===== config.mk =====
export PLATFORM = sky130hd
export DESIGN_NAME = deque_with_rotation
export DESIGN_NICKNAME = d
export VERILOG_FILES = /design/src/rtl/core/dwr_pkg.sv /design/src/rtl/core/dwr_mem.sv /design/src/rtl/core/deque_with_rotation.sv
export SDC_FILE = /design/constraint.sdc
export NUM_CORES = 2
export LEC_CHECK = 0
export BUFFER_PORTS_ARGS = -buffer_cell sky130_fd_sc_hd__buf_2
export CAP_MARGIN = 20
export CORE_MARGIN = 2
export CORE_UTILIZATION = 60
export CTS_CLUSTER_SIZE = 40
export DETAILED_ROUTE_END_ITERATION = 6
export PLACE_DENSITY = 0.78
export SLEW_MARGIN = 20
export SYNTH_ARGS = -nofsm -noshare
export SYNTH_HDL_FRONTEND = slang
export SYNTH_HIERARCHICAL = 1
export SYNTH_SLANG_ARGS = --single-unit
export TNS_END_PERCENT = 100

===== constraint.sdc =====
create_clock -name i_clk -period 5.88 [get_ports i_clk]
set_clock_uncertainty 0.1 [all_clocks]
set_input_delay 0.882 -clock i_clk [delete_from_list [all_inputs] [get_ports i_clk]]
set_output_delay 0.882 -clock i_clk [all_outputs]
set_load 0.02 [all_outputs]

===== src/rtl/core/dwr_pkg.sv =====
// ============================================================================
// dwr_pkg
// Shared types, codes and parameter defaults for the rotating deque.
// ============================================================================
`default_nettype none

package dwr_pkg;

    localparam int DEPTH_DEF      = 64;
    localparam int VALUE_BITS_DEF = 32;

    localparam int ACTION_W  = 3;
    localparam int WORD_W    = 32;
    localparam int STATUS_W  = 3;

    // Action codes carried in the input transfer.
    localparam logic [ACTION_W-1:0] ACT_PUSH_RIGHT = 3'd0;
    localparam logic [ACTION_W-1:0] ACT_PUSH_LEFT  = 3'd1;
    localparam logic [ACTION_W-1:0] ACT_ROT_LEFT   = 3'd2;
    localparam logic [ACTION_W-1:0] ACT_ROT_RIGHT  = 3'd3;
    localparam logic [ACTION_W-1:0] ACT_DUMP       = 3'd4;

    typedef enum logic [STATUS_W-1:0] {
        ST_DONE    = 3'd0,
        ST_FULL    = 3'd1,
        ST_IGNORED = 3'd2,
        ST_LISTED  = 3'd3,
        ST_EMPTY   = 3'd4
    } t_status;

    typedef struct packed {
        logic [ACTION_W-1:0]      action;
        logic signed [WORD_W-1:0] value;
    } t_in;

    typedef struct packed {
        t_status                  status;
        logic signed [WORD_W-1:0] element;
        logic                     last;
    } t_out;

endpackage

`default_nettype wire


===== src/rtl/core/dwr_mem.sv =====
// ============================================================================
// dwr_mem
// Element store: one write port and one registered read port.
// ============================================================================
`default_nettype none

module dwr_mem #(
    parameter int DEPTH      = dwr_pkg::DEPTH_DEF,
    parameter int VALUE_BITS = dwr_pkg::VALUE_BITS_DEF,
    localparam int PTR_W     = $clog2(DEPTH)
) (
    input  wire logic                  i_clk,
    input  wire logic                  i_wr_en,
    input  wire logic [PTR_W-1:0]      i_wr_addr,
    input  wire logic [VALUE_BITS-1:0] i_wr_data,
    input  wire logic                  i_rd_en,
    input  wire logic [PTR_W-1:0]      i_rd_addr,
    output logic      [VALUE_BITS-1:0] o_rd_data
);

    logic [VALUE_BITS-1:0] r_mem [DEPTH];

    always_ff @(posedge i_clk) begin
        if (i_wr_en) begin
            r_mem[i_wr_addr] <= i_wr_data;
        end
    end

    // Read data holds between enabled reads.
    always_ff @(posedge i_clk) begin
        if (i_rd_en) begin
            o_rd_data <= r_mem[i_rd_addr];
        end
    end

endmodule

`default_nettype wire


===== src/rtl/core/deque_with_rotation.sv =====
// ============================================================================
// deque_with_rotation
// Bounded double-ended queue of words with rotate and dump actions.
// ============================================================================
//
//  Channel  Direction  Handshake                 Payload
//  -------  ---------  ------------------------  ------------------------------
//  in       sink       i_in_valid / o_in_ready   i_in_data  (action, value)
//  out      source     o_out_valid / i_out_ready o_out_data (status, element, last)
//
// A push, a rejected action or an empty dump answers at once: its status is
// loaded into the output register at the edge that accepts the transfer.
// A rotation reads the moved word from the single read port in the idle state
// and writes it back through the write port in the rotate state.
// A dump of N words lists them one word per cycle from the read port while the
// output side does not stall.
// Reset is synchronous and clears the state, the front pointer, the fill count
// and the output valid; the store itself needs no clearing pass, since only
// occupied slots are ever read.
// ============================================================================
`default_nettype none

module deque_with_rotation #(
    parameter int DEPTH      = dwr_pkg::DEPTH_DEF,
    parameter int VALUE_BITS = dwr_pkg::VALUE_BITS_DEF
) (
    input  wire logic         i_clk,
    input  wire logic         i_rst_n,
    input  wire logic         i_in_valid,
    output logic              o_in_ready,
    input  wire dwr_pkg::t_in i_in_data,
    output logic              o_out_valid,
    input  wire logic         i_out_ready,
    output dwr_pkg::t_out     o_out_data
);

    // Pointer into the circular store, and a count that can hold DEPTH itself.
    localparam int PTR_W = $clog2(DEPTH);
    localparam int CNT_W = $clog2(DEPTH + 1);
    localparam int SUM_W = CNT_W + 1;

    localparam logic [CNT_W-1:0] OFF_ONE  = CNT_W'(1);
    localparam logic [CNT_W-1:0] OFF_TWO  = CNT_W'(2);
    localparam logic [CNT_W-1:0] OFF_LAST = CNT_W'(DEPTH - 1);
    localparam logic [CNT_W-1:0] OFF_ALL  = CNT_W'(DEPTH);

    typedef enum logic [2:0] {
        S_IDLE = 3'b001,
        S_ROT  = 3'b010,
        S_DUMP = 3'b100
    } t_state;

    // Slot of the word at a given offset from the front. The base stays below DEPTH
    // and the offset at most DEPTH, so one compare and subtract wraps the sum.
    function automatic logic [PTR_W-1:0] f_slot(input logic [PTR_W-1:0] base,
                                                input logic [CNT_W-1:0] off);
        logic [SUM_W-1:0] sum;
        sum = SUM_W'(base) + SUM_W'(off);
        if (sum >= SUM_W'(DEPTH)) begin
            sum = sum - SUM_W'(DEPTH);
        end
        return sum[PTR_W-1:0];
    endfunction

    t_state            r_state, n_state;
    logic [PTR_W-1:0]  r_front, n_front;
    logic [CNT_W-1:0]  r_count, n_count;
    logic [CNT_W-1:0]  r_idx,   n_idx;
    logic [PTR_W-1:0]  r_dst,   n_dst;
    logic              r_out_valid, n_out_valid;
    dwr_pkg::t_out     r_out,   n_out;

    logic                  wr_en;
    logic [PTR_W-1:0]      wr_addr;
    logic [VALUE_BITS-1:0] wr_data;
    logic                  rd_en;
    logic [PTR_W-1:0]      rd_addr;
    logic [VALUE_BITS-1:0] rd_data;

    logic                  out_free;
    logic                  in_xfer;
    logic                  is_full;
    logic                  few_words;
    logic [VALUE_BITS+dwr_pkg::WORD_W-1:0] push_ext;
    logic [VALUE_BITS+dwr_pkg::WORD_W-1:0] read_ext;

    // The output register is free when empty or when its transfer completes now.
    assign out_free   = !r_out_valid || i_out_ready;
    assign o_in_ready = (r_state == S_IDLE) && out_free;
    assign in_xfer    = i_in_valid && o_in_ready;

    assign is_full   = (r_count == OFF_ALL);
    assign few_words = (r_count < OFF_TWO);

    // Words are stored as the low bits of the input word, zero above it, and
    // are listed back the same way.
    assign push_ext = {{VALUE_BITS{1'b0}}, i_in_data.value};
    assign read_ext = {{dwr_pkg::WORD_W{1'b0}}, rd_data};

    always_comb begin
        n_state     = r_state;
        n_front     = r_front;
        n_count     = r_count;
        n_idx       = r_idx;
        n_dst       = r_dst;
        n_out_valid = r_out_valid && !i_out_ready;
        n_out       = r_out;
        wr_en       = 1'b0;
        wr_addr     = f_slot(r_front, r_count);
        wr_data     = push_ext[VALUE_BITS-1:0];
        rd_en       = 1'b0;
        rd_addr     = r_front;

        case (r_state)
            S_IDLE: begin
                if (in_xfer) begin
                    // Most actions answer with one status result at once.
                    n_out_valid     = 1'b1;
                    n_out.status    = dwr_pkg::ST_DONE;
                    n_out.element   = '0;
                    n_out.last      = 1'b1;
                    case (i_in_data.action)
                        dwr_pkg::ACT_PUSH_RIGHT: begin
                            if (is_full) begin
                                n_out.status = dwr_pkg::ST_FULL;
                            end else begin
                                wr_en   = 1'b1;
                                n_count = r_count + OFF_ONE;
                            end
                        end
                        dwr_pkg::ACT_PUSH_LEFT: begin
                            if (is_full) begin
                                n_out.status = dwr_pkg::ST_FULL;
                            end else begin
                                wr_en   = 1'b1;
                                wr_addr = f_slot(r_front, OFF_LAST);
                                n_front = f_slot(r_front, OFF_LAST);
                                n_count = r_count + OFF_ONE;
                            end
                        end
                        dwr_pkg::ACT_ROT_LEFT: begin
                            if (few_words) begin
                                n_out.status = dwr_pkg::ST_IGNORED;
                            end else begin
                                // The front word is copied to the slot past the back.
                                rd_en   = 1'b1;
                                rd_addr = r_front;
                                n_dst   = f_slot(r_front, r_count);
                                n_front = f_slot(r_front, OFF_ONE);
                                n_state = S_ROT;
                            end
                        end
                        dwr_pkg::ACT_ROT_RIGHT: begin
                            if (few_words) begin
                                n_out.status = dwr_pkg::ST_IGNORED;
                            end else begin
                                // The back word is copied to the slot before the front.
                                rd_en   = 1'b1;
                                rd_addr = f_slot(r_front, r_count - OFF_ONE);
                                n_dst   = f_slot(r_front, OFF_LAST);
                                n_front = f_slot(r_front, OFF_LAST);
                                n_state = S_ROT;
                            end
                        end
                        dwr_pkg::ACT_DUMP: begin
                            if (r_count == '0) begin
                                n_out.status = dwr_pkg::ST_EMPTY;
                            end else begin
                                // Results come from the read port in the next state.
                                n_out_valid = 1'b0;
                                rd_en       = 1'b1;
                                rd_addr     = r_front;
                                n_idx       = '0;
                                n_state     = S_DUMP;
                            end
                        end
                        default: begin
                            // Undefined action codes change nothing.
                        end
                    endcase
                end
            end
            S_ROT: begin
                wr_en   = 1'b1;
                wr_addr = r_dst;
                wr_data = rd_data;
                n_state = S_IDLE;
            end
            S_DUMP: begin
                if (out_free) begin
                    n_out_valid   = 1'b1;
                    n_out.status  = dwr_pkg::ST_LISTED;
                    n_out.element = read_ext[dwr_pkg::WORD_W-1:0];
                    n_out.last    = (r_idx + OFF_ONE == r_count);
                    if (r_idx + OFF_ONE == r_count) begin
                        n_state = S_IDLE;
                    end else begin
                        rd_en   = 1'b1;
                        rd_addr = f_slot(r_front, r_idx + OFF_ONE);
                        n_idx   = r_idx + OFF_ONE;
                    end
                end
            end
            default: begin
                n_state = S_IDLE;
            end
        endcase
    end

    always_ff @(posedge i_clk) begin
        if (!i_rst_n) begin
            r_state     <= S_IDLE;
            r_front     <= '0;
            r_count     <= '0;
            r_out_valid <= 1'b0;
        end else begin
            r_state     <= n_state;
            r_front     <= n_front;
            r_count     <= n_count;
            r_out_valid <= n_out_valid;
        end
    end

    always_ff @(posedge i_clk) begin
        r_idx <= n_idx;
        r_dst <= n_dst;
        r_out <= n_out;
    end

    dwr_mem #(
        .DEPTH      (DEPTH),
        .VALUE_BITS (VALUE_BITS)
    ) u_mem (
        .i_clk     (i_clk),
        .i_wr_en   (wr_en),
        .i_wr_addr (wr_addr),
        .i_wr_data (wr_data),
        .i_rd_en   (rd_en),
        .i_rd_addr (rd_addr),
        .o_rd_data (rd_data)
    );

    assign o_out_valid = r_out_valid;
    assign o_out_data  = r_out;

`ifndef ASSERT_OFF
    // The fill count never passes the store depth.
    a_count_bound: assert property (@(posedge i_clk) disable iff (!i_rst_n)
        r_count <= OFF_ALL)
        else $error("fill count exceeds depth");

    // The write-back state of a rotation is always followed directly by idle.
    a_rot_one_cycle: assert property (@(posedge i_clk) disable iff (!i_rst_n)
        r_state == S_ROT |=> r_state == S_IDLE)
        else $error("rotation write-back did not return to idle");

    // A dump of a non-empty store starts walking the store next cycle.
    a_dump_starts: assert property (@(posedge i_clk) disable iff (!i_rst_n)
        in_xfer && i_in_data.action == dwr_pkg::ACT_DUMP && r_count != '0
        |=> r_state == S_DUMP && !r_out_valid)
        else $error("dump did not enter the listing state");

    // The store does not change size while it is being listed.
    a_dump_stable: assert property (@(posedge i_clk) disable iff (!i_rst_n)
        r_state == S_DUMP |=> $stable(r_count) && $stable(r_front))
        else $error("store changed during a dump");
`endif

endmodule

`default_nettype wire


# Word level (Yosys, flattened, before mapping)
# Memories as Yosys holds them, arrays and structs flattened. A register that Yosys moved wholly into a read port is not among the register bits.
# Index checks and enable logic that the tools add are counted.
[totals] ramBits=2048 elab_cells=130 regBits=66 inputBits=39 memories=1 output_inout_bits=38
[classes] muxes=60 n_reduce_logical=19 bitwise=1 n_lt_le_gt_ge=6 n_eq_ne=21 n_addsub=13
[mem_list] name="u_mem.r_mem" depth=64 word_bits=32 read_ports=1 rd_ports_with_merged_regs=1 write_ports=1 line_no="dwr_mem.sv:21" text="logic [VALUE_BITS-1:0] r_mem [DEPTH];"
[op_table] operator="6-bit two-way mux" count=17
[op_table] operator="36-bit two-way mux" count=2
[op_table] operator="36-bit case mux with 2 select lines" count=1
[op_table] operator="6-bit case mux with 2 select lines" count=3
[op_table] operator="7-bit two-way mux" count=5
[op_table] operator="32-bit two-way mux" count=1
[op_table] operator="6-bit by 1-bit subtractor with 6-bit output, second input constant" count=5
[op_table] operator="6-bit by 7-bit adder with 8-bit output" count=3
[op_table] operator="8-bit by 7-bit greater-or-equal comparator with 1-bit output, second input constant" count=3
[op_table] operator="3-bit two-way mux" count=6
[op_table] operator="6-bit case mux with 3 select lines" count=1
[op_table] operator="6-bit AND reduction" count=3
[op_table] operator="2-bit inequality test, second input constant" count=8
[op_table] operator="1-bit two-way mux" count=15
[op_table] operator="7-bit by 1-bit adder with 7-bit output, second input constant" count=2
[op_table] operator="7-bit greater-or-equal comparator, second input constant" count=2
[op_table] operator="7-bit case mux with 2 select lines" count=1
[op_table] operator="3-bit case mux with 2 select lines" count=2
[op_table] operator="3-bit by 2-bit equality test with 1-bit output, second input constant" count=3
[op_table] operator="3-bit case mux with 3 select lines" count=1
[op_table] operator="1-bit case mux with 2 select lines" count=4
[op_table] operator="6-bit by 1-bit adder with 7-bit output, second input constant" count=1
[op_table] operator="6-bit by 6-bit adder with 7-bit output, second input constant" count=1
[op_table] operator="7-bit equality test" count=1
[op_table] operator="21 further kinds" count=29

# Logic depth before layout (Yosys ltp)
[logic_depth] word_depth=8 depth_mapped=17 ltp_nobuf=15

# By module
# Netlist, hierarchy kept.
[modules_own_cells] mod="dwr_mem" area_each_um2=79359.9 instances=1 seq_area_each_um2=62459.9 cells_per_inst=3511
[modules_own_cells] mod="deque_with_rotation" area_each_um2=4450.5 instances=1 seq_area_each_um2=1811.7 cells_per_inst=430

# Least setup slack after synthesis
# No wires, ideal clock.
[synth_timing] path_type="input port to flip-flop" start="in i_in_data[34] in the netlist's numbering" end="mem u_mem/r_mem[28][0] in the netlist's numbering (enable)" cell_stages=11 setup_ns=0.421 path_buffers=3 arrival_time_ns=4.421 slack_ns=0.938 cell_sequence="or2_2 -> nor4_4 -> and2_1 -> buf_4 -> a21o_1 -> o221ai_1 -> clkbuf_1 -> or3b_2 -> or2_2 -> clkbuf_1 -> nor2_1"
[synth_via] elab_cells_between_ends=11 classes_between="eq/ne (1); mux (8); reduce/logical (2)"
[synth_lines] element="start, declared" line_no="deque_with_rotation.sv:31" text="input wire dwr_pkg::t_in i_in_data,"
[synth_lines] element="3-bit by 1-bit equality test with 1-bit output" line_no="deque_with_rotation.sv:122" text="case (i_in_data.action)"
[synth_lines] element="6-bit two-way mux" line_no="deque_with_rotation.sv:122"
[synth_lines] element="6-bit two-way mux" line_no="deque_with_rotation.sv:116" text="if (in_xfer) begin"
[synth_lines] element="6-bit case mux with 2 select lines" line_no="deque_with_rotation.sv:114" text="case (r_state)"
[synth_lines] element="net wr_addr[1]" line_no="deque_with_rotation.sv:74" text="logic [PTR_W-1:0] wr_addr;"
[synth_lines] element="end, declared" line_no="dwr_mem.sv:21"
# The timed path passes the listed nets, and every way through them passes these cells.

# Worst setup path after layout
[layout_timing] start="reg r_idx[0]" end="reg u_mem.o_rd_data[19] (read register of u_mem.r_mem) (data pin)"
[layout_via] elab_chain_cells=7 elab_cells_between_ends=12 classes_between="add/sub (3); order compare (1); eq/ne (1); mux (7)"
[layout_rtl] element="start, declared" line_no="deque_with_rotation.sv:68" text="logic [CNT_W-1:0] r_idx, n_idx;"
[layout_rtl] element="start signal, assigned" line_no="deque_with_rotation.sv:225" text="r_idx <= n_idx;"
[layout_rtl] element="7-bit by 1-bit adder with 7-bit output *" line_no="deque_with_rotation.sv:195, deque_with_rotation.sv:199"
[layout_rtl] element="6-bit by 7-bit adder with 8-bit output" line_no="deque_with_rotation.sv:58" text="sum = SUM_W'(base) + SUM_W'(off);"
[layout_rtl] element="8-bit by 7-bit greater-or-equal comparator with 1-bit output or 6-bit by 1-bit subtractor with 6-bit output (tied branches)" line_no="deque_with_rotation.sv:59, deque_with_rotation.sv:60"
[layout_rtl] element="6-bit two-way mux" line_no="deque_with_rotation.sv:59" text="if (sum >= SUM_W'(DEPTH)) begin"
[layout_rtl] element="6-bit two-way mux *" line_no="deque_with_rotation.sv:195" text="if (r_idx + OFF_ONE == r_count) begin"
[layout_rtl] element="6-bit two-way mux *" line_no="deque_with_rotation.sv:190" text="if (out_free) begin"
[layout_rtl] element="6-bit case mux with 2 select lines *" line_no="deque_with_rotation.sv:114"
[layout_rtl] element="net rd_addr[1]" line_no="deque_with_rotation.sv:77" text="logic [PTR_W-1:0] rd_addr;"
[layout_rtl] element="end, declared" line_no="dwr_mem.sv:18" text="output logic [VALUE_BITS-1:0] o_rd_data"
# The timed path passes the listed nets; every way through them passes the cells marked *.
# A chain may end at the register's enable or synchronous reset.

==> flow_summary.toml <==
[timing]
tightestPinTransition_ps = 1160
final_hold_viol_count = 0
rsz0062_at_grt = "false"
drv_slew = 0
finalSetupViolations = 0
slew_headroom_pct = 22.2
fmax_mhz = 178
period_minus_slack_ps = 5620
setup_tns_ps = 0
fin_crit_sh_pct = 95.6

[setup_path]
cpMostUsedCell = "buf_12"
worstPathMaxFanout = 34
cp_data_arrival_time_ps = 6110
rr_endpoint = "u_mem/o_rd_data[19]"
critPathCaptureType = "flop"
path_class = "reg2reg"
r2r_setup_slack_ps = 260
path_cells = "ha_1 > xnor2_1 > xor2_1 > and4_1 > a31oi_1 > o21ai_2 > a221o_4 > buf_12 > buf_12 > mux4_2 > nor2b_1 > a211oi_1 > o21ai_0 > and3_1"
cpPeakStageDelay_ps = 750
required_ps = 6370
r2r-start = "r_idx[0]"
reg2reg_depth = 14
cp_slowest_cell = "a211oi_1"
start_kind = "flop"

[logic_synthesis]
ys_warn_count = 6
syn_inst = 3941
synth.avg_cell_area_um2 = 21.3
ys_ff_latch = 2146
synth_fp_nets = 4003
synth.cell_area_um2 = 83800
ys_seq_area_share_pct = 76.7
synth_edf_count = 2129
yosys_most_used_dff = "edfxtp_1"
yosysUniqueCellTypes = 72
synth-async-reset-ratio_pct = 0

[min_path]
hold_path.startpoint = "i_rst_n"
min_to = "r_state[0]"
hold_path_depth = 2
hold_class = "in2reg"

[pwr]
ir_drop_uv = 328
power_density_nw_per_um2 = 327
leakage_nw = 28.9

[route]
drc = 3
final_antenna_net_count = 0
dr.first_iter.drc_count = 7542
routed_wl_um = 226000
num_vias = 44500
detail_route.wl_per_cell_um = 36.0
drt_pass1_iterations = 7
vias_per_cell = 7.09

[final_layout]
area_growth_pct = 12.5
fin_nets = 4300
fill_cells = 8145
final_area_um2 = 94300
final_common_cell = "edfxtp_1"
layout_common_cells = "2129 x edfxtp_1, 446 x mux4_2, 210 x buf_4"
drive_gt1_share_pct = 26.6

[floorplanning]
fp.dieH_um = 378
die_width_um = 378
ios = 77
dieArea_um2 = 143000
initial_core_util_pct = 60.3
core_um2 = 139000
rows = 137

[grt]
grt_pass1_vias = 43800
grt_overflow_total = 0
grt_max_degree = 66
antenna_found_initial = 13
grt_pass1_wl_um = 318000
grt_usage_pct = 32.0

[clock_network]
cts_setup_buffers = 0
path_clk_slew_ps = 60
ctsResizeCount = 0
clock_path_buffers = 3
root_buffer = "clkbuf_16"
cts_tree = "yes"
htree_num_levels = 4
clk_latency_ps = 830
clock_sinks = 2146
cts_hold_buf = 0
numCtsBuffers = 199

[run_status]
status = "finished with violations"
violations = "DRC"

[place]
hpwl_um = 127000
port_buffers = 76
gp_congestion = 0.878
post_dp_cell_area_um2 = 88000

[run]
drv_cap = 0
## metal layers
metal / vias to the layer above / track usage, % / wire (µm)
li1: 17100 / - / -
met1: 22900 / 42.4 / 76700
met2: 3701 / 50.0 / 107000
met3: 699 / 8.04 / 29200
met4: 12 / 16.0 / 13100
met5: - / 0 / 83
## stage by stage
stage / total power (W) / util [%] / instances / setup WS (ps) / hold WS, ps
after global routing: 0.0314 / 67.8 / 6269 / 24.8 / 298
after detailed placement: 0.0186 / 63.3 / 5912 / 355 / 532
final: 0.0308 / 67.8 / 6273 / 256 / 314
after CTS: 0.0308 / 67.8 / 6268 / 306 / 248
after floorplan: 0.0181 / - / 3941 / 938 / 448
after global placement: 0.0186 / 63.3 / 5912 / 426 / 514
## area by class of cell
cell class / instances / area [µm²] / area share [%]
antenna: 4 / 10.0 / 0.0106
clock buffer: 260 / 5370 / 5.69
clock inverter: 96 / 825 / 0.875
inverter: 21 / 78.8 / 0.0836
multi-input combinational: 1551 / 18700 / 19.9
sequential: 2146 / 64300 / 68.2
tap: 1876 / 2350 / 2.49
timing repair buffer: 319 / 2620 / 2.78
## cell usage after synthesis, drive strengths merged (44+ instances only)
master | count | share of area [%]
edfxtp | 2129 | 76
o21ai | 45 | 0.27
clkbuf | 91 | 0.41
buf | 133 | 1.2
mux2i | 193 | 2.3
nand2 | 56 | 0.25
nor2 | 120 | 0.54
nand3 | 53 | 0.32
mux4 | 446 | 12
and3 | 45 | 0.34
o22ai | 44 | 0.33
a22oi | 132 | 1.2
## worst max path at each step
| stage | from | to | slack [ps] |
|---|---|---|---|
| after floorplan | i_in_data[34] | u_mem/r_mem[28][0] | 940 |
| after global placement | i_out_ready | u_mem/o_rd_data[17] | 430 |
| after detailed placement | r_idx[0] | u_mem/o_rd_data[17] | 350 |
| after CTS | r_idx[0] | u_mem/o_rd_data[17] | 310 |
| after global routing | r_idx[0] | u_mem/o_rd_data[19] | 20 |
| final | r_idx[0] | u_mem/o_rd_data[19] | 260 |
## report_power, final
group,switching (W),leakage [nW],internal (W)
clock network,0.00552,3.02,0.00693
registers,0.0000203,19.3,0.0169
logic,0.000979,6.61,0.000477
total,0.00652,28.9,0.0243
## logic make-up (layout without fill, tap and decap cells)
family                     count (synthesis)  count (layout)  synth area share, %
xor gates and xnor gates                  41              41                0.479
other                                      0               4                    0
and+or+nand+nor                          389             389                 2.38
muxes                                    673             673                 14.7
AOI/OAI and AO/OA                        424             425                 3.62
DFF                                     2146            2146                 76.7
adders and majority gates                 23              23                0.370
buffers and inverters                    245             696                 1.72
## sequential cells by signal, indices dropped and copies added, names as in the netlist
register         cells
u_mem/r_mem       2048
o_out_data          36
u_mem/o_rd_data     32
r_count              7
r_idx                7
r_dst                6
r_front              6
r_state              3
o_out_valid          1
## worst max-delay path, delay by kind of cell (launching register included)
family | cells | cell delay [ps]
adder cells (fa/ha/maj) | 1 | 290
flip-flops | 1 | 480
buffers and inverters | 2 | 560
AND/OR/NAND/NOR | 3 | 640
AO/OA/AOI/OAI | 5 | 2490
multiplexers | 1 | 310
XOR/XNOR | 2 | 460
Note: power is estimated with default switching activity, not from simulation.
